$ cat src/hw/rtl/cbe_pkg.sv
// ----------------------------------------------------------------------------
// Character buffer editor package
// Command and status codes, field widths and the command/status bundles
// that pass between the controller and the datapath.
// ----------------------------------------------------------------------------
package cbe_pkg;

   localparam int BYTE_W = 8;
   localparam int POS_W  = 6;
   localparam int LEN_W  = 7;
   localparam int CNT_W  = 7;
   localparam int STAT_W = 2;
   localparam int CMD_W  = 3;

   typedef enum logic [CMD_W-1:0] {
      CMD_APPEND = 3'd0,
      CMD_INSERT = 3'd1,
      CMD_SET    = 3'd2,
      CMD_GET    = 3'd3,
      CMD_POP    = 3'd4,
      CMD_REMOVE = 3'd5,
      CMD_CLEAR  = 3'd6,
      CMD_RUN    = 3'd7
   } cmd_type;

   typedef enum logic [STAT_W-1:0] {
      ST_OK     = 2'd0,
      ST_BOUNDS = 2'd1,
      ST_EMPTY  = 2'd2,
      ST_FULL   = 2'd3
   } status_type;

   // Source of the byte reported in a result.
   typedef enum logic [1:0] {
      BSEL_ZERO  = 2'd0,
      BSEL_RDATA = 2'd1,
      BSEL_SAVE  = 2'd2
   } bsel_type;

   // Commands from the controller to the datapath.
   typedef struct packed {
      logic       load;       // capture the request fields
      logic       append_wr;  // write the byte at the fill count, count up
      logic       set_wr;     // overwrite the byte at the position
      logic       clear;      // empty the buffer
      logic       rd_pos;     // read the entry at the position
      logic       pop;        // count down and read the last entry
      logic       ins_init;   // start the upward shift at the fill count
      logic       shift_up;   // one step of the upward shift
      logic       ins_fin;    // write the new byte at the position, count up
      logic       rem_init;   // start the downward shift at the position
      logic       save;       // hold the byte being removed
      logic       shift_dn;   // one step of the downward shift
      logic       rem_fin;    // count down after a removal
      logic       run_init;   // load the run start and length
      logic       run_step;   // issue the next run read
      logic       emit;       // load the result registers
      status_type status;
      bsel_type   bsel;
      logic       last;
   } dp_cmd_type;

   // Status from the datapath to the controller.
   typedef struct packed {
      cmd_type cmd;
      logic    pos_oob;     // position at or beyond the fill count
      logic    full;
      logic    empty;
      logic    run_bad;     // run leaves the filled region
      logic    len_zero;
      logic    up_done;     // upward shift finished, write port free
      logic    dn_done;     // downward shift finished, write port free
      logic    run_rem_zero;
      logic    run_pend;    // read data for a run beat is present
      logic    run_last;    // that beat is the final one
   } dp_stat_type;

endpackage

$ cat src/hw/rtl/char_buffer_editor_unit.sv
// ----------------------------------------------------------------------------
// Character buffer editor
// Fixed-capacity byte buffer with append, insert, set, get, pop, remove,
// clear and run-read commands.
// ----------------------------------------------------------------------------
// A command is taken when start is high and busy is low; the block then
// works on that one command until it is finished. Every command produces at
// least one result beat on the rsp_ ports, marked by rsp_strobe for a single
// cycle, and the receiver must take it there and then because nothing here
// waits for it. Append, set, clear and any command that ends in an error
// finish in the decode state; get and pop add a read state, since the byte
// store has a registered read. Insert and remove move the tail of the
// buffer one entry per cycle through the single read and single write port
// of the store; the one exception is removing the final entry, which moves
// nothing. A run read streams one byte per cycle, with its final beat
// flagged by rsp_last. The store holds no meaningful contents after reset
// and needs no clearing pass: only entries below the fill count are ever
// read.
// ----------------------------------------------------------------------------
module char_buffer_editor_unit
   import cbe_pkg::*;
#(
   parameter int CAPACITY = 64
) (
   input  logic              clock,
   input  logic              reset,
   input  logic              start,
   output logic              busy,
   input  logic [CMD_W-1:0]  req_cmd,
   input  logic [BYTE_W-1:0] req_byte_in,
   input  logic [POS_W-1:0]  req_position,
   input  logic [LEN_W-1:0]  req_run_length,
   output logic              rsp_strobe,
   output logic [BYTE_W-1:0] rsp_byte_out,
   output logic [STAT_W-1:0] rsp_status,
   output logic [CNT_W-1:0]  rsp_fill_count,
   output logic              rsp_last
);

   dp_cmd_type  dp_cmd;
   dp_stat_type dp_stat;

   // The controller owns the sequencing; the datapath owns all storage.
   cbe_ctrl u_ctrl (
      .clock   (clock),
      .reset   (reset),
      .start   (start),
      .busy    (busy),
      .dp_stat (dp_stat),
      .dp_cmd  (dp_cmd)
   );

   cbe_dp #(
      .CAPACITY (CAPACITY)
   ) u_dp (
      .clock          (clock),
      .reset          (reset),
      .req_cmd        (req_cmd),
      .req_byte_in    (req_byte_in),
      .req_position   (req_position),
      .req_run_length (req_run_length),
      .dp_cmd         (dp_cmd),
      .dp_stat        (dp_stat),
      .rsp_strobe     (rsp_strobe),
      .rsp_byte_out   (rsp_byte_out),
      .rsp_status     (rsp_status),
      .rsp_fill_count (rsp_fill_count),
      .rsp_last       (rsp_last)
   );

   // The reported fill count can never exceed the capacity.
   a_fill_bound : assert property (@(posedge clock) disable iff (reset)
      rsp_strobe |-> rsp_fill_count <= CNT_W'(CAPACITY))
      else $error("fill count beyond capacity");

   // An error beat carries no byte and always ends its command.
   a_error_beat : assert property (@(posedge clock) disable iff (reset)
      (rsp_strobe && rsp_status != ST_OK) |-> (rsp_byte_out == '0 && rsp_last))
      else $error("error beat with byte or without last");

   // The cycle after a command is taken is spent decoding: busy, no beat.
   a_accept_decode : assert property (@(posedge clock) disable iff (reset)
      (start && !busy) |=> (busy && !rsp_strobe))
      else $error("beat or idle straight after acceptance");

endmodule

$ cat src/hw/rtl/cbe_ram.sv
// ----------------------------------------------------------------------------
// Generic single-port-write, single-port-read RAM
// One write and one registered read per cycle; contents undefined at reset.
// ----------------------------------------------------------------------------
module cbe_ram #(
   parameter int WIDTH = 8,
   parameter int DEPTH = 64
) (
   input  logic                     clock,
   input  logic                     wr_en,
   input  logic [$clog2(DEPTH)-1:0] wr_addr,
   input  logic [WIDTH-1:0]         wr_data,
   input  logic                     rd_en,
   input  logic [$clog2(DEPTH)-1:0] rd_addr,
   output logic [WIDTH-1:0]         rd_data
);

   logic [WIDTH-1:0] mem_ff [DEPTH];
   logic [WIDTH-1:0] rd_data_ff;

   always_ff @(posedge clock) begin
      if (wr_en) begin
         mem_ff[wr_addr] <= wr_data;
      end
      if (rd_en) begin
         rd_data_ff <= mem_ff[rd_addr];
      end
   end

   assign rd_data = rd_data_ff;

endmodule

$ cat src/hw/rtl/cbe_dp.sv
// ----------------------------------------------------------------------------
// Character buffer editor datapath
// Request registers, fill count, shift and run index counters, byte store
// and the result registers.
// ----------------------------------------------------------------------------
module cbe_dp
   import cbe_pkg::*;
#(
   parameter int CAPACITY = 64
) (
   input  logic              clock,
   input  logic              reset,
   input  logic [CMD_W-1:0]  req_cmd,
   input  logic [BYTE_W-1:0] req_byte_in,
   input  logic [POS_W-1:0]  req_position,
   input  logic [LEN_W-1:0]  req_run_length,
   input  dp_cmd_type        dp_cmd,
   output dp_stat_type       dp_stat,
   output logic              rsp_strobe,
   output logic [BYTE_W-1:0] rsp_byte_out,
   output logic [STAT_W-1:0] rsp_status,
   output logic [CNT_W-1:0]  rsp_fill_count,
   output logic              rsp_last
);

   localparam int ADDR_W = $clog2(CAPACITY);

   // Request fields held for the whole operation.
   cmd_type           cmd_ff;
   logic [BYTE_W-1:0] byte_ff;
   logic [POS_W-1:0]  pos_ff;
   logic [LEN_W-1:0]  len_ff;

   logic [CNT_W-1:0]  count_ff, count_in;
   logic [CNT_W-1:0]  idx_ff, idx_in;
   logic [LEN_W-1:0]  rem_ff, rem_in;
   logic [ADDR_W-1:0] waddr_ff, waddr_in;
   logic              wpend_ff, wpend_in;
   logic              rpend_ff, rpend_in;
   logic              rlast_ff, rlast_in;
   logic [BYTE_W-1:0] save_ff;

   logic              rsp_strobe_ff, rsp_strobe_in;
   logic [BYTE_W-1:0] rsp_byte_ff, rsp_byte_in;
   logic [STAT_W-1:0] rsp_status_ff, rsp_status_in;
   logic [CNT_W-1:0]  rsp_fill_ff, rsp_fill_in;
   logic              rsp_last_ff, rsp_last_in;

   logic              ram_wr_en, ram_rd_en;
   logic [ADDR_W-1:0] ram_wr_addr, ram_rd_addr;
   logic [BYTE_W-1:0] ram_wr_data, ram_rd_data;

   logic [CNT_W-1:0]  pos_ext;
   logic [CNT_W:0]    run_end;
   logic [CNT_W-1:0]  idx_plus;
   logic [CNT_W-1:0]  idx_minus;
   logic [CNT_W-1:0]  count_minus;
   logic              up_more, dn_more;

   assign pos_ext     = CNT_W'(pos_ff);
   assign run_end     = (CNT_W + 1)'(pos_ff) + (CNT_W + 1)'(len_ff);
   assign idx_plus    = idx_ff + CNT_W'(1);
   assign idx_minus   = idx_ff - CNT_W'(1);
   assign count_minus = count_ff - CNT_W'(1);
   assign up_more     = idx_ff > pos_ext;
   assign dn_more     = idx_plus < count_ff;

   always_comb begin
      dp_stat.cmd          = cmd_ff;
      dp_stat.pos_oob      = pos_ext >= count_ff;
      dp_stat.full         = count_ff >= CNT_W'(CAPACITY);
      dp_stat.empty        = count_ff == '0;
      dp_stat.run_bad      = (pos_ext >= count_ff) || (run_end > {1'b0, count_ff});
      dp_stat.len_zero     = len_ff == '0;
      dp_stat.up_done      = !up_more && !wpend_ff;
      dp_stat.dn_done      = !dn_more && !wpend_ff;
      dp_stat.run_rem_zero = rem_ff == '0;
      dp_stat.run_pend     = rpend_ff;
      dp_stat.run_last     = rlast_ff;
   end

   always_comb begin
      count_in    = count_ff;
      idx_in      = idx_ff;
      rem_in      = rem_ff;
      waddr_in    = waddr_ff;
      wpend_in    = wpend_ff;
      rpend_in    = rpend_ff;
      rlast_in    = rlast_ff;
      ram_wr_en   = 1'b0;
      ram_wr_addr = pos_ff[ADDR_W-1:0];
      ram_wr_data = byte_ff;
      ram_rd_en   = 1'b0;
      ram_rd_addr = pos_ff[ADDR_W-1:0];

      // A pending shift write moves the entry read in the previous cycle.
      if (wpend_ff) begin
         ram_wr_en   = 1'b1;
         ram_wr_addr = waddr_ff;
         ram_wr_data = ram_rd_data;
      end

      if (dp_cmd.append_wr) begin
         ram_wr_en   = 1'b1;
         ram_wr_addr = count_ff[ADDR_W-1:0];
         count_in    = count_ff + CNT_W'(1);
      end
      if (dp_cmd.set_wr) begin
         ram_wr_en = 1'b1;
      end
      if (dp_cmd.clear) begin
         count_in = '0;
      end
      if (dp_cmd.rd_pos) begin
         ram_rd_en = 1'b1;
      end
      if (dp_cmd.pop) begin
         ram_rd_en   = 1'b1;
         ram_rd_addr = count_minus[ADDR_W-1:0];
         count_in    = count_minus;
      end
      if (dp_cmd.ins_init) begin
         idx_in   = count_ff;
         wpend_in = 1'b0;
      end
      if (dp_cmd.shift_up) begin
         if (up_more) begin
            ram_rd_en   = 1'b1;
            ram_rd_addr = idx_minus[ADDR_W-1:0];
            waddr_in    = idx_ff[ADDR_W-1:0];
            idx_in      = idx_minus;
            wpend_in    = 1'b1;
         end else begin
            wpend_in = 1'b0;
         end
      end
      if (dp_cmd.ins_fin) begin
         ram_wr_en   = 1'b1;
         ram_wr_addr = pos_ff[ADDR_W-1:0];
         ram_wr_data = byte_ff;
         count_in    = count_ff + CNT_W'(1);
      end
      if (dp_cmd.rem_init) begin
         idx_in   = pos_ext;
         wpend_in = 1'b0;
      end
      if (dp_cmd.shift_dn) begin
         if (dn_more) begin
            ram_rd_en   = 1'b1;
            ram_rd_addr = idx_plus[ADDR_W-1:0];
            waddr_in    = idx_ff[ADDR_W-1:0];
            idx_in      = idx_plus;
            wpend_in    = 1'b1;
         end else begin
            wpend_in = 1'b0;
         end
      end
      if (dp_cmd.rem_fin) begin
         count_in = count_minus;
      end
      if (dp_cmd.run_init) begin
         idx_in   = pos_ext;
         rem_in   = len_ff;
         rpend_in = 1'b0;
      end
      if (dp_cmd.run_step) begin
         if (rem_ff != '0) begin
            ram_rd_en   = 1'b1;
            ram_rd_addr = idx_ff[ADDR_W-1:0];
            idx_in      = idx_plus;
            rem_in      = rem_ff - LEN_W'(1);
            rpend_in    = 1'b1;
            rlast_in    = rem_ff == LEN_W'(1);
         end else begin
            rpend_in = 1'b0;
         end
      end
   end

   always_comb begin
      rsp_strobe_in = dp_cmd.emit;
      rsp_status_in = dp_cmd.status;
      rsp_last_in   = dp_cmd.last;
      rsp_fill_in   = count_in;
      case (dp_cmd.bsel)
         BSEL_RDATA: rsp_byte_in = ram_rd_data;
         BSEL_SAVE:  rsp_byte_in = save_ff;
         default:    rsp_byte_in = '0;
      endcase
   end

   always_ff @(posedge clock) begin
      if (reset) begin
         count_ff      <= '0;
         wpend_ff      <= 1'b0;
         rpend_ff      <= 1'b0;
         rsp_strobe_ff <= 1'b0;
      end else begin
         count_ff      <= count_in;
         wpend_ff      <= wpend_in;
         rpend_ff      <= rpend_in;
         rsp_strobe_ff <= rsp_strobe_in;
      end
   end

   always_ff @(posedge clock) begin
      if (dp_cmd.load) begin
         cmd_ff  <= cmd_type'(req_cmd);
         byte_ff <= req_byte_in;
         pos_ff  <= req_position;
         len_ff  <= req_run_length;
      end
      if (dp_cmd.save) begin
         save_ff <= ram_rd_data;
      end
      idx_ff   <= idx_in;
      rem_ff   <= rem_in;
      waddr_ff <= waddr_in;
      rlast_ff <= rlast_in;
      if (dp_cmd.emit) begin
         rsp_byte_ff   <= rsp_byte_in;
         rsp_status_ff <= rsp_status_in;
         rsp_fill_ff   <= rsp_fill_in;
         rsp_last_ff   <= rsp_last_in;
      end
   end

   cbe_ram #(
      .WIDTH (BYTE_W),
      .DEPTH (CAPACITY)
   ) u_store (
      .clock   (clock),
      .wr_en   (ram_wr_en),
      .wr_addr (ram_wr_addr),
      .wr_data (ram_wr_data),
      .rd_en   (ram_rd_en),
      .rd_addr (ram_rd_addr),
      .rd_data (ram_rd_data)
   );

   assign rsp_strobe     = rsp_strobe_ff;
   assign rsp_byte_out   = rsp_byte_ff;
   assign rsp_status     = rsp_status_ff;
   assign rsp_fill_count = rsp_fill_ff;
   assign rsp_last       = rsp_last_ff;

endmodule

$ cat src/hw/rtl/cbe_ctrl.sv
// ----------------------------------------------------------------------------
// Character buffer editor controller
// Decodes the captured command and sequences checks, shifts and run reads.
// ----------------------------------------------------------------------------
module cbe_ctrl
   import cbe_pkg::*;
(
   input  logic        clock,
   input  logic        reset,
   input  logic        start,
   output logic        busy,
   input  dp_stat_type dp_stat,
   output dp_cmd_type  dp_cmd
);

   typedef enum logic [6:0] {
      S_IDLE     = 7'b0000001,
      S_DECODE   = 7'b0000010,
      S_READ     = 7'b0000100,
      S_SHIFT_UP = 7'b0001000,
      S_REM_SAVE = 7'b0010000,
      S_SHIFT_DN = 7'b0100000,
      S_RUN      = 7'b1000000
   } state_type;

   state_type state_ff, state_in;

   assign busy = state_ff != S_IDLE;

   // Loads a one-beat result of the given status.
   function automatic dp_cmd_type with_emit(dp_cmd_type c, status_type st, bsel_type bs);
      dp_cmd_type r;
      r        = c;
      r.emit   = 1'b1;
      r.status = st;
      r.bsel   = bs;
      r.last   = 1'b1;
      return r;
   endfunction

   always_comb begin
      state_in = state_ff;
      dp_cmd   = '0;
      unique case (state_ff)
         S_IDLE: begin
            if (start) begin
               dp_cmd.load = 1'b1;
               state_in    = S_DECODE;
            end
         end
         S_DECODE: begin
            state_in = S_IDLE;
            unique case (dp_stat.cmd)
               CMD_APPEND: begin
                  if (dp_stat.full) begin
                     dp_cmd = with_emit(dp_cmd, ST_FULL, BSEL_ZERO);
                  end else begin
                     dp_cmd.append_wr = 1'b1;
                     dp_cmd           = with_emit(dp_cmd, ST_OK, BSEL_ZERO);
                  end
               end
               CMD_INSERT: begin
                  if (dp_stat.pos_oob) begin
                     dp_cmd = with_emit(dp_cmd, ST_BOUNDS, BSEL_ZERO);
                  end else if (dp_stat.full) begin
                     dp_cmd = with_emit(dp_cmd, ST_FULL, BSEL_ZERO);
                  end else begin
                     dp_cmd.ins_init = 1'b1;
                     state_in        = S_SHIFT_UP;
                  end
               end
               CMD_SET: begin
                  if (dp_stat.pos_oob) begin
                     dp_cmd = with_emit(dp_cmd, ST_BOUNDS, BSEL_ZERO);
                  end else begin
                     dp_cmd.set_wr = 1'b1;
                     dp_cmd        = with_emit(dp_cmd, ST_OK, BSEL_ZERO);
                  end
               end
               CMD_GET: begin
                  if (dp_stat.pos_oob) begin
                     dp_cmd = with_emit(dp_cmd, ST_BOUNDS, BSEL_ZERO);
                  end else begin
                     dp_cmd.rd_pos = 1'b1;
                     state_in      = S_READ;
                  end
               end
               CMD_POP: begin
                  if (dp_stat.empty) begin
                     dp_cmd = with_emit(dp_cmd, ST_EMPTY, BSEL_ZERO);
                  end else begin
                     dp_cmd.pop = 1'b1;
                     state_in   = S_READ;
                  end
               end
               CMD_REMOVE: begin
                  if (dp_stat.pos_oob) begin
                     dp_cmd = with_emit(dp_cmd, ST_BOUNDS, BSEL_ZERO);
                  end else begin
                     dp_cmd.rd_pos   = 1'b1;
                     dp_cmd.rem_init = 1'b1;
                     state_in        = S_REM_SAVE;
                  end
               end
               CMD_CLEAR: begin
                  dp_cmd.clear = 1'b1;
                  dp_cmd       = with_emit(dp_cmd, ST_OK, BSEL_ZERO);
               end
               CMD_RUN: begin
                  if (dp_stat.run_bad) begin
                     dp_cmd = with_emit(dp_cmd, ST_BOUNDS, BSEL_ZERO);
                  end else if (dp_stat.len_zero) begin
                     dp_cmd = with_emit(dp_cmd, ST_OK, BSEL_ZERO);
                  end else begin
                     dp_cmd.run_init = 1'b1;
                     state_in        = S_RUN;
                  end
               end
               default: begin
                  dp_cmd = with_emit(dp_cmd, ST_BOUNDS, BSEL_ZERO);
               end
            endcase
         end
         S_READ: begin
            dp_cmd   = with_emit(dp_cmd, ST_OK, BSEL_RDATA);
            state_in = S_IDLE;
         end
         S_SHIFT_UP: begin
            if (dp_stat.up_done) begin
               dp_cmd.ins_fin = 1'b1;
               dp_cmd         = with_emit(dp_cmd, ST_OK, BSEL_ZERO);
               state_in       = S_IDLE;
            end else begin
               dp_cmd.shift_up = 1'b1;
            end
         end
         S_REM_SAVE: begin
            dp_cmd.save = 1'b1;
            state_in    = S_SHIFT_DN;
         end
         S_SHIFT_DN: begin
            if (dp_stat.dn_done) begin
               dp_cmd.rem_fin = 1'b1;
               dp_cmd         = with_emit(dp_cmd, ST_OK, BSEL_SAVE);
               state_in       = S_IDLE;
            end else begin
               dp_cmd.shift_dn = 1'b1;
            end
         end
         S_RUN: begin
            dp_cmd.run_step = 1'b1;
            if (dp_stat.run_pend) begin
               dp_cmd.emit   = 1'b1;
               dp_cmd.status = ST_OK;
               dp_cmd.bsel   = BSEL_RDATA;
               dp_cmd.last   = dp_stat.run_last;
               if (dp_stat.run_rem_zero) begin
                  state_in = S_IDLE;
               end
            end
         end
         default: begin
            state_in = S_IDLE;
         end
      endcase
   end

   always_ff @(posedge clock) begin
      if (reset) begin
         state_ff <= S_IDLE;
      end else begin
         state_ff <= state_in;
      end
   end

endmodule

$ cat config.mk
export PLATFORM = sky130hd
export DESIGN_NAME = char_buffer_editor_unit
export DESIGN_NICKNAME = d
export VERILOG_FILES = /design/src/hw/rtl/cbe_pkg.sv /design/src/hw/rtl/char_buffer_editor_unit.sv /design/src/hw/rtl/cbe_ram.sv /design/src/hw/rtl/cbe_dp.sv /design/src/hw/rtl/cbe_ctrl.sv
export SDC_FILE = /design/constraint.sdc
export NUM_CORES = 1
export LEC_CHECK = 0
export BUFFER_PORTS_ARGS = -buffer_cell sky130_fd_sc_hd__buf_2
export CORE_UTILIZATION = 32
export DETAILED_ROUTE_END_ITERATION = 6
export GPL_ROUTABILITY_DRIVEN = 1
export SLEW_MARGIN = 20
export SYNTH_ARGS = -nofsm -noshare
export SYNTH_HDL_FRONTEND = slang
export SYNTH_SLANG_ARGS = --single-unit
$ cat constraint.sdc
create_clock -name clock -period 5.1 [get_ports clock]
set_input_delay 1.53 -clock clock [delete_from_list [all_inputs] [get_ports clock]]
set_output_delay 1.53 -clock clock [all_outputs]
set_load 0.005 [all_outputs]
=== After elaboration in Yosys (flattened, before gate mapping) ===
Memories as Yosys holds them, arrays and structs flattened. A register that Yosys moved wholly into a read port is not among the register bits.
Index checks and enable logic that the tools add are counted.
Widths: inputs -> output; s select.

* Flip-flop bits (word level): 88
* Bits in latches: 0
* Bits in writable memories: 512
* Memory bits (read-only): 0
* Bits of input ports: 27
* Output and inout bits: 20
* Word-level logic and storage cells: 164
* Memories kept: 1

{| class="wikitable"
|+ Memories
! memory !! words !! bits a word !! read ports !! clocked after Yosys merged registers in !! write ports !! RTL line !! text
|-
| u_dp.u_store.mem_ff || 64 || 8 || 1 || 1 || 1 || cbe_ram.sv:18 || <nowiki>logic [WIDTH-1:0] mem_ff [DEPTH];</nowiki>
|}

* Add/sub/neg operators: 6
* Multiply operators: 0
* Div/mod/pow operators: 0
* Order comparisons: 5
* Equality and inequality tests: 23
* Shifts and indexed selects: 0
* Muxes and demuxes: 96
* Bitwise operators: 0
* Reduce and logical (&&, ||, !) cells: 15

{| class="wikitable"
|+ Operators with widths
! cell !! count
|-
| $mux 7 || 25
|-
| $pmux 21 s8 || 1
|-
| $mux 6 || 20
|-
| $pmux 7 s5 || 2
|-
| $pmux 7 s6 || 1
|-
| $mux 1 || 30
|-
| $mux 8 || 3
|-
| $logic_not 7->1 || 3
|-
| $sub 7x1->7 const B || 3
|-
| $mux 20 || 1
|-
| $mux 19 || 1
|-
| $pmux 9 s2 || 1
|-
| $pmux 8 s2 || 1
|-
| $mux 15 || 1
|-
| $add 7x1->7 const B || 2
|-
| $eq 7x1->1 const B || 2
|-
| $mux 13 || 1
|-
| $eq 3x3->1 const B || 4
|-
| $mux 9 || 1
|-
| $pmux 3 s3 || 1
|-
| $add 6x7->8 || 1
|-
| $gt 8x7->1 || 1
|-
| $ne 2x2->1 const B || 4
|-
| $eq 7x2->1 const B || 1
|-
| other kinds (29) || 34
|}

=== Depth between registers and ports, before layout ===
Gate-level depths: netlist of run 1.

* Word-level depth: 15
* Depth in mapped cells: 20
* Mapped depth without buffers: 15

=== Cells and area by module ===
From an unflattened synthesis of run 1, not the netlist that was laid out.

* Cells, all modules: 1578
* Area total of the unflattened synthesis: 26178.9 um2

{| class="wikitable"
|+ Modules (own cells, without submodules)
! module !! instances !! cells each !! area each (um2) !! sequential area each (um2)
|-
| cbe_ram || 1 || 940 || 20246.9 || 15615.0
|-
| cbe_dp || 1 || 530 || 5142.4 || 2132.0
|-
| cbe_ctrl || 1 || 108 || 789.5 || 140.1
|}

=== Least setup slack after synthesis of run 1 ===
Ideal clock, no wire load.

* Path kind: register to register
* Start: register u_dp.idx_ff[0]
* End: register u_dp.u_store.rd_data_ff[3] (netlist: u_dp.u_store.rd_data[3]), read port of u_dp.u_store.mem_ff, data pin
* Library setup time: 0.261 ns
* Arrival time: 4.027 ns
* Data required time: 4.839 ns
* Slack: 0.811 ns
* Stages on the path, launching flop included: 19
* Buffers on the path: 5
* Period minus slack after synthesis: 4.289 ns
* Path through: dfxtp_1 clkinv_1 clkbuf_1 buf_2 clkbuf_1 ha_1 ha_1 a31oi_1 o221a_2 a21oi_4 a31oi_1 a21o_2 buf_4 buf_2 a2111o_1 a221oi_1 o221ai_1 nand4_1 o31ai_1

* Cells in the longest elaborated chain, start to end: 10
* Elaborated cells on any way between the ends: 24
* Classes of those cells: add/sub (2); order compare (2); mux (16); reduce/logical (4)

{| class="wikitable"
|+ RTL lines
! element !! RTL line !! text
|-
| start: declaration || cbe_dp.sv:35 || <nowiki>logic [CNT_W-1:0] idx_ff, idx_in;</nowiki>
|-
| start signal: assignment || cbe_dp.sv:216 || <nowiki>idx_ff <= idx_in;</nowiki>
|-
| branches (longest 10 deep; another with $add 7x1->7) || n/a ||
|-
| end: declaration || cbe_ram.sv:19 || <nowiki>logic [WIDTH-1:0] rd_data_ff;</nowiki>
|}

Several ways; the timed one is not identified.
A chain may end at the register's enable or synchronous reset.

=== Worst setup path after layout of run 1 ===
* Start: register u_dp.count_ff[1]
* End: register u_dp.u_store.rd_data_ff[4] (netlist: u_dp.u_store.rd_data[4]), read port of u_dp.u_store.mem_ff, data pin

* Cells in the longest elaborated chain, start to end: 12
* Elaborated cells on any way between the ends: 27
* Classes of those cells: add/sub (1); order compare (2); mux (21); reduce/logical (3)

{| class="wikitable"
|+ RTL lines
! element !! RTL line !! text
|-
| start: declaration || cbe_dp.sv:34 || <nowiki>logic [CNT_W-1:0] count_ff, count_in;</nowiki>
|-
| start signal: assignment || cbe_dp.sv:199 || <nowiki>count_ff <= count_in;</nowiki>
|-
| $ge 6x7->1 || cbe_dp.sv:70, cbe_dp.sv:73 ||
|-
| $mux 1 || cbe_ctrl.sv:81, cbe_ctrl.sv:97 ||
|-
| $pmux 21 s8 || cbe_ctrl.sv:53 || <nowiki>unique case (dp_stat.cmd)</nowiki>
|-
| $pmux 9 s2 || cbe_ctrl.sv:44 || <nowiki>unique case (state_ff)</nowiki>
|-
| $mux 1 || cbe_dp.sv:114 || <nowiki>if (dp_cmd.rd_pos) begin</nowiki>
|-
| $mux 1 || cbe_dp.sv:117 || <nowiki>if (dp_cmd.pop) begin</nowiki>
|-
| $mux 1 || cbe_dp.sv:127 || <nowiki>if (up_more) begin</nowiki>
|-
| $mux 1 || cbe_dp.sv:126 || <nowiki>if (dp_cmd.shift_up) begin</nowiki>
|-
| $mux 1 || cbe_dp.sv:148 || <nowiki>if (dn_more) begin</nowiki>
|-
| $mux 1 || cbe_dp.sv:147 || <nowiki>if (dp_cmd.shift_dn) begin</nowiki>
|-
| $mux 1 || cbe_dp.sv:167 || <nowiki>if (rem_ff != '0) begin</nowiki>
|-
| $mux 1 || cbe_dp.sv:166 || <nowiki>if (dp_cmd.run_step) begin</nowiki>
|}

Several ways; a longest one is shown, not always the timed one. The select of a mux whose other input is x is not followed.

==> results of run 1 <==
[state kept, by name, indices dropped and copies added (netlist names), 7 cells and up]
register              count
u_dp.u_store.rd_data      8
u_ctrl.state_ff           7
u_dp.save_ff              8
u_dp.idx_ff               7
u_dp.rsp_fill_count       7
u_dp.count_ff             7
u_dp.len_ff               7
u_dp.rsp_byte_out         8
u_dp.byte_ff              8
u_dp.rem_ff               7
u_dp.u_store.mem_ff     512
[worst min path at each step]
stage,start,end,slack [ns],depth (start not counted)
CTS,u_dp.waddr_ff[2],u_dp.waddr_ff[2],0.44,2
global placement,u_dp.waddr_ff[3],u_dp.waddr_ff[3],0.43,2
floorplan,u_dp.waddr_ff[5],u_dp.waddr_ff[5],0.42,2
detailed placement,u_dp.waddr_ff[2],u_dp.waddr_ff[2],0.43,2
global route,u_dp.waddr_ff[2],u_dp.waddr_ff[2],0.47,2
finish,u_dp.waddr_ff[2],u_dp.waddr_ff[2],0.44,2
[routing by layer]
layer	vias to the layer above	track usage [%]
met3	185	4.02
li1	10700	-
met2	1264	30.3
met5	-	0
met1	11900	28.0
met4	0	6.06
[where the power goes]
part | switching, mW | internal (mW) | total (mW)
logic | 1.99 | 0.950 | 2.94
registers | 0.0780 | 5.61 | 5.69
clock network | 2.10 | 2.86 | 4.97
[worst register-to-register path, stage by stage, from the launching register on]
cell	delay [ns]
dfxtp_1	0.36
inv_1	0.26
ha_1	0.33
or3b_4	0.45
o41a_4	0.42
a21oi_2	0.28
nor3_2	0.14
nor2_4	0.27
buf_12	0.22
o22a_1	0.18
nor2_1	0.04
a2111oi_0	1.09
a211o_1	0.23
o211ai_1	0.16
o31ai_1	0.33
[logic make-up (layout without fill, tap and decap cells)]
| logic type | Yosys count | count (layout) | synth area share, % |
|---|---|---|---|
| buf+inv | 251 | 352 | 3.52 |
| simple gates | 915 | 915 | 14.3 |
| xor+xnor | 21 | 21 | 0.603 |
| flops | 608 | 608 | 58.7 |
| mux | 87 | 87 | 3.16 |
| compound gates | 795 | 795 | 18.1 |
| fa+ha+maj | 40 | 40 | 1.67 |
[cell usage in the layout (no fill, tap or decap), types with 28 or more instances in the layout]
master       n
a211oi_1    34
a21oi_1    157
a221oi_1    58
a22oi_1     28
and3_1      36
buf_2       46
buf_4      140
clkbuf_16   71
dfxtp_1     36
edfxtp_1   571
ha_1        39
mux2_2      31
mux2i_1     51
nand2_1    252
nand3_1    113
nor2_1     231
nor3_1      92
nor4_1      28
o211ai_1    28
o21ai_0    165
o221ai_1    49
o22ai_1     42
or3_1       50
[stage by stage]
step,util (%),setup WS (ns)
floorplan,-,0.811
global placement,34.8,0.161
detailed placement,34.8,0.273
CTS,37.2,0.275
global route,37.2,0.0282
finish,37.2,0.202
[area by class of cell]
class / count / area [um2]
Inverter: 29 / 113
Clock buffer: 84 / 1860
Multi-Input combinational cell: 1858 / 11600
Tap cell: 1254 / 1570
Fill cell: 9006 / 59000
Clock inverter: 41 / 388
Timing Repair Buffer: 198 / 1500
Sequential cell: 608 / 17900
[what timing repair did]
action                     CTS  global route
buffers inserted             0             0
setup endpoints to repair    0             4
hold buffers                 0             0
gates resized for setup      0             3
==> impl_metrics.ini, run 1 <==
[critical_path]
crit_arrival_ns = 5.35
cpPeakStageDelay_ns = 1.09
crit_path_top_delay_cell = a2111oi_0
startpoint = u_dp.count_ff[1]
path_cells = inv_1 > ha_1 > or3b_4 > o41a_4 > a21oi_2 > nor3_2 > nor2_4 > buf_12 > o22a_1 > nor2_1 > a2111oi_0 > a211o_1 > o211ai_1 > o31ai_1
r2r_start = u_dp.count_ff[1]
crit_fanout = 24
startpoint_type = flip-flop
rr_worst_depth = 14
cp.depth = 14
cp_num_buf_inv = 2
required_ns = 5.55
cpLargestDelayFamily = compound AO/OA/AOI/OAI gates
endpoint = u_dp.u_store.rd_data[4]
r2r_slack_ns = 0.20
worst_setup_path_end_kind = flip-flop
worstSetupPathType = reg -> reg
r2r-end = u_dp.u_store.rd_data[4]

[global_routing]
grt_max_degree = 185
grt_overflow = 0
grtUsageTotal_pct = 19.8
antenna_found_initial = 1
grt_pass1_vias = 22500
grt_pass1_wl_um = 147000

[synth]
synthDistinctLibCells = 97
synth_edf_count = 571
syn_nets = 2784
ys.flop_type = edfxtp_1
ys_ff_latch = 608
yosysSeqAreaShare_pct = 58.7
synthArstFlopShare_pct = 0
synth.area.top_cells = edfxtp_1 (56%), nand2_1 (3.1%), nor2_1 (2.9%), o21ai_0 (2.7%), a21oi_1 (2.6%)
yosysMostFrequentCell = edfxtp_1
synthCells = 2717
yosysWarnings = 0
syn_area_per_cell_um2 = 11.2
ys_top_cells_by_count = edfxtp_1 (571), nand2_1 (255), nor2_1 (234)
synth_top_area_cell = edfxtp_1
syn-cell-area_mm2 = 0.0305
yosysTopAreaCellShare_pct = 56.3

[route]
vias = 24100
drtAntennaViolNets = 0
wl_met2_um = 44200
wl_met3_um = 9390
highest-signal-layer = met4
first_pass_iters = 6
wl_per_cell_um = 24.2
wl_met1_um = 42100
viasPerCell = 5.91
wl_um = 98500
drt_iter0_drc = 3426
drc = 0

[place]
place_area_mm2 = 0.0327
dp.cells = 3947
routabilityCongestion = 0.934
port_buffers = 46
hpwl_um = 63900

[sta]
period_needed_ns = 4.90
hold_viol = 0
fin_crit_sh_pct = 96.0
fin_hold_ws_ns = 0.437
tightest_slew_ns = 1.25
setup_viol = 0
slew_headroom_pct = 14.6
rsz0062_at_grt = false
slew_viol_final = 0
max_freq_mhz = 204
fin_setup_tns_ns = 0
fin_skew_ns = 0.0339

[cts]
htree_num_levels = 3
cts_buffers = 70
cts_tree = yes
clock-root-buffer = clkbuf_16
clkTransAtPathRegs_ns = 0.06
cts.sinks = 608
clk_latency_ns = 0.63
clockBufferDepth = 3

[pwr]
p_per_area_mw_per_mm2 = 389
total_power_mw = 13.6
vdd_drop_max_uv = 258
leakage_nw = 11.4

[final_layout]
drive_gt1_share_pct = 13.2
n_antenna_cell = 0
fin_area_mm2 = 0.0349
area_delta_synth_final_pct = 14.5
fin_cells = 4072
nets = 2832

[worst_hold_path]
hold_class = reg -> reg

[flow_run]
cap_viol_max_count = 0

[floorplanning]
core_mm2 = 0.0939
rows = 112
die_area_mm2 = 0.0965
initial_utilization_pct = 32.5
die_h_um = 311
io_pins = 47
die_w_um = 311

[outcome]
status = finished clean
No activity file was read; power rests on OpenSTA's default activity.
==> inputs of run 2 (changes only) <==
Clock period 5.1 ns to 6.1 ns, I/O delays scaled along.
==> run 2 against run 1 <==
  * Wire length is 0.54% lower
  * Clock power decreased by 20%
  * Final area is 2.5% lower
  * Non-clock buffer count shrank 84
  * Via count decreased by 1.1%
  * Count of clock-buffer cells in the layout is 1 higher
  * Register-to-register slack better by 0.24 ns
  * Clock skew decreased by 0.011 ns
  * Setup slack gained 0.24 ns
  * Critical path type unchanged
==> impl_metrics.ini, run 2 (synthesized netlist as in run 1, its figures left out) <==
[critical_path]
crit_fanout = 68
cp_num_buf_inv = 2
crit_path_top_delay_cell = dfxtp_4
cpLargestDelayFamily = compound AO/OA/AOI/OAI gates
crit_arrival_ns = 6.15
required_ns = 6.59
startpoint_type = flip-flop
worstSetupPathType = reg -> reg
worst_setup_path_end_kind = flip-flop
cpPeakStageDelay_ns = 0.74
path_cells = clkinv_2 > ha_1 > ha_1 > a21o_1 > a31oi_1 > o221a_2 > a21oi_4 > a31oi_1 > a21o_4 > buf_12 > a221oi_1 > o32a_1 > a2111oi_1 > a32o_1

[route]
first_pass_iters = 6
drt_iter0_drc = 3242
wl_um = 98000
viasPerCell = 5.98
drtAntennaViolNets = 0
wl_per_cell_um = 24.6
drc = 0
vias = 23800

[flow_run]
cap_viol_max_count = 0

[place]
hpwl_um = 61700
port_buffers = 46
dp_slack_ns = 0.500
routabilityCongestion = 0.956

[sta]
fin_skew_ns = 0.0224
fin_setup_tns_ns = 0
rsz0062_at_grt = false
fin_crit_sh_pct = 92.7
max_freq_mhz = 177
tightest_slew_ns = 1.20
hold_viol = 0
slew_viol_final = 0
period_needed_ns = 5.66
setup_slack_ns = 0.443
setup_viol = 0
slew_headroom_pct = 17.7

[global_routing]
antenna_found_initial = 0
grt_pass1_wl_um = 146000
grt_overflow = 0
grt_pass1_vias = 22300
grt_max_degree = 101
grtUsageTotal_pct = 19.7

[cts]
cts.repair.resized = 0
cts.sinks = 608
cts_tree = yes
htree_num_levels = 3
clock-root-buffer = clkbuf_16
cts_buffers = 66
clockBufferDepth = 3
clkTransAtPathRegs_ns = 0.06
cts_hold_buf = 0
clk_latency_ns = 0.62
cts_setup_buffers = 0

[worst_hold_path]
hold_class = reg -> reg

[floorplanning]
core_mm2 = 0.0939
rows = 112
io_pins = 47
die_h_um = 311
die_w_um = 311
die_area_mm2 = 0.0965
initial_utilization_pct = 32.5

[pwr]
p_per_area_mw_per_mm2 = 327
vdd_drop_max_uv = 194
leakage_nw = 10.9

[final_layout]
regMostFlops = u_dp.u_store.mem_ff
layout_commonest_cell = edfxtp_1
largest_reg_flops = 512
layout_common_cells = edfxtp_1 (571), nand2_1 (253), nor2_1 (231), o21ai_0 (165), a21oi_1 (157)
drive_gt1_share_pct = 10.0
nets = 2744
area_delta_synth_final_pct = 11.7

[outcome]
status = finished clean
## run 2: cell type report
| cell class | instances | area, um2 |
|---|---|---|
| Fill cell | 9175 | 59800 |
| Sequential cell | 608 | 17900 |
| Multi-Input combinational cell | 1858 | 11600 |
| Clock buffer | 85 | 1750 |
| Tap cell | 1254 | 1570 |
| Timing Repair Buffer | 114 | 803 |
| Clock inverter | 29 | 338 |
| Inverter | 29 | 113 |
| Antenna cell | 1 | 2.50 |
## run 2: power breakdown
part | switching (mW) | total, mW | internal (mW)
Sequential | 0.123 | 4.81 | 4.69
Clock | 1.71 | 3.97 | 2.26
Combinational | 1.60 | 2.35 | 0.742
## run 2: worst register-to-register path, cell delays in order, from the launching register on
cell and delay [ns]:
dfxtp_4 0.74, clkinv_2 0.42, ha_1 0.47, ha_1 0.21
a21o_1 0.15, a31oi_1 0.24, o221a_2 0.39, a21oi_4 0.18
a31oi_1 0.41, a21o_4 0.54, buf_12 0.38, a221oi_1 0.14
o32a_1 0.36, a2111oi_1 0.71, a32o_1 0.22
## run 2: stage by stage
step                hold slack, ns  std cells  power [mW]  util [%]  area, um2
floorplan                    0.415       2717        6.41         -      30500
global placement             0.427       3863        7.16      34.0      32000
detailed placement           0.430       3863        7.18      34.0      32000
CTS                          0.438       3977        11.1      36.3      34000
global route                 0.460       3977        11.5      36.3      34000
finish                       0.435       3978        11.1      36.3      34000
## run 2: final timing paths
| kind | from | to | slack [ns] | cells after the start |
|---|---|---|---|---|
| worst max register to register | u_dp.idx_ff[0] | u_dp.u_store.rd_data[1] | 0.44 | 14 |
| worst min register to register | u_dp.waddr_ff[2] | u_dp.waddr_ff[2] | 0.44 | 2 |
| worst max-delay path | u_dp.idx_ff[0] | u_dp.u_store.rd_data[1] | 0.44 | 14 |
| worst min-delay path | u_dp.waddr_ff[2] | u_dp.waddr_ff[2] | 0.44 | 2 |
## run 2: metal layers
metal  up-vias  GRT usage (%)  wire length, um
li1      10500              -                -
met1     11700           26.9            40500
met2      1342           29.7            42800
met3       235           4.33            10200
met4         2           8.75             4380
met5         -          0.543               77
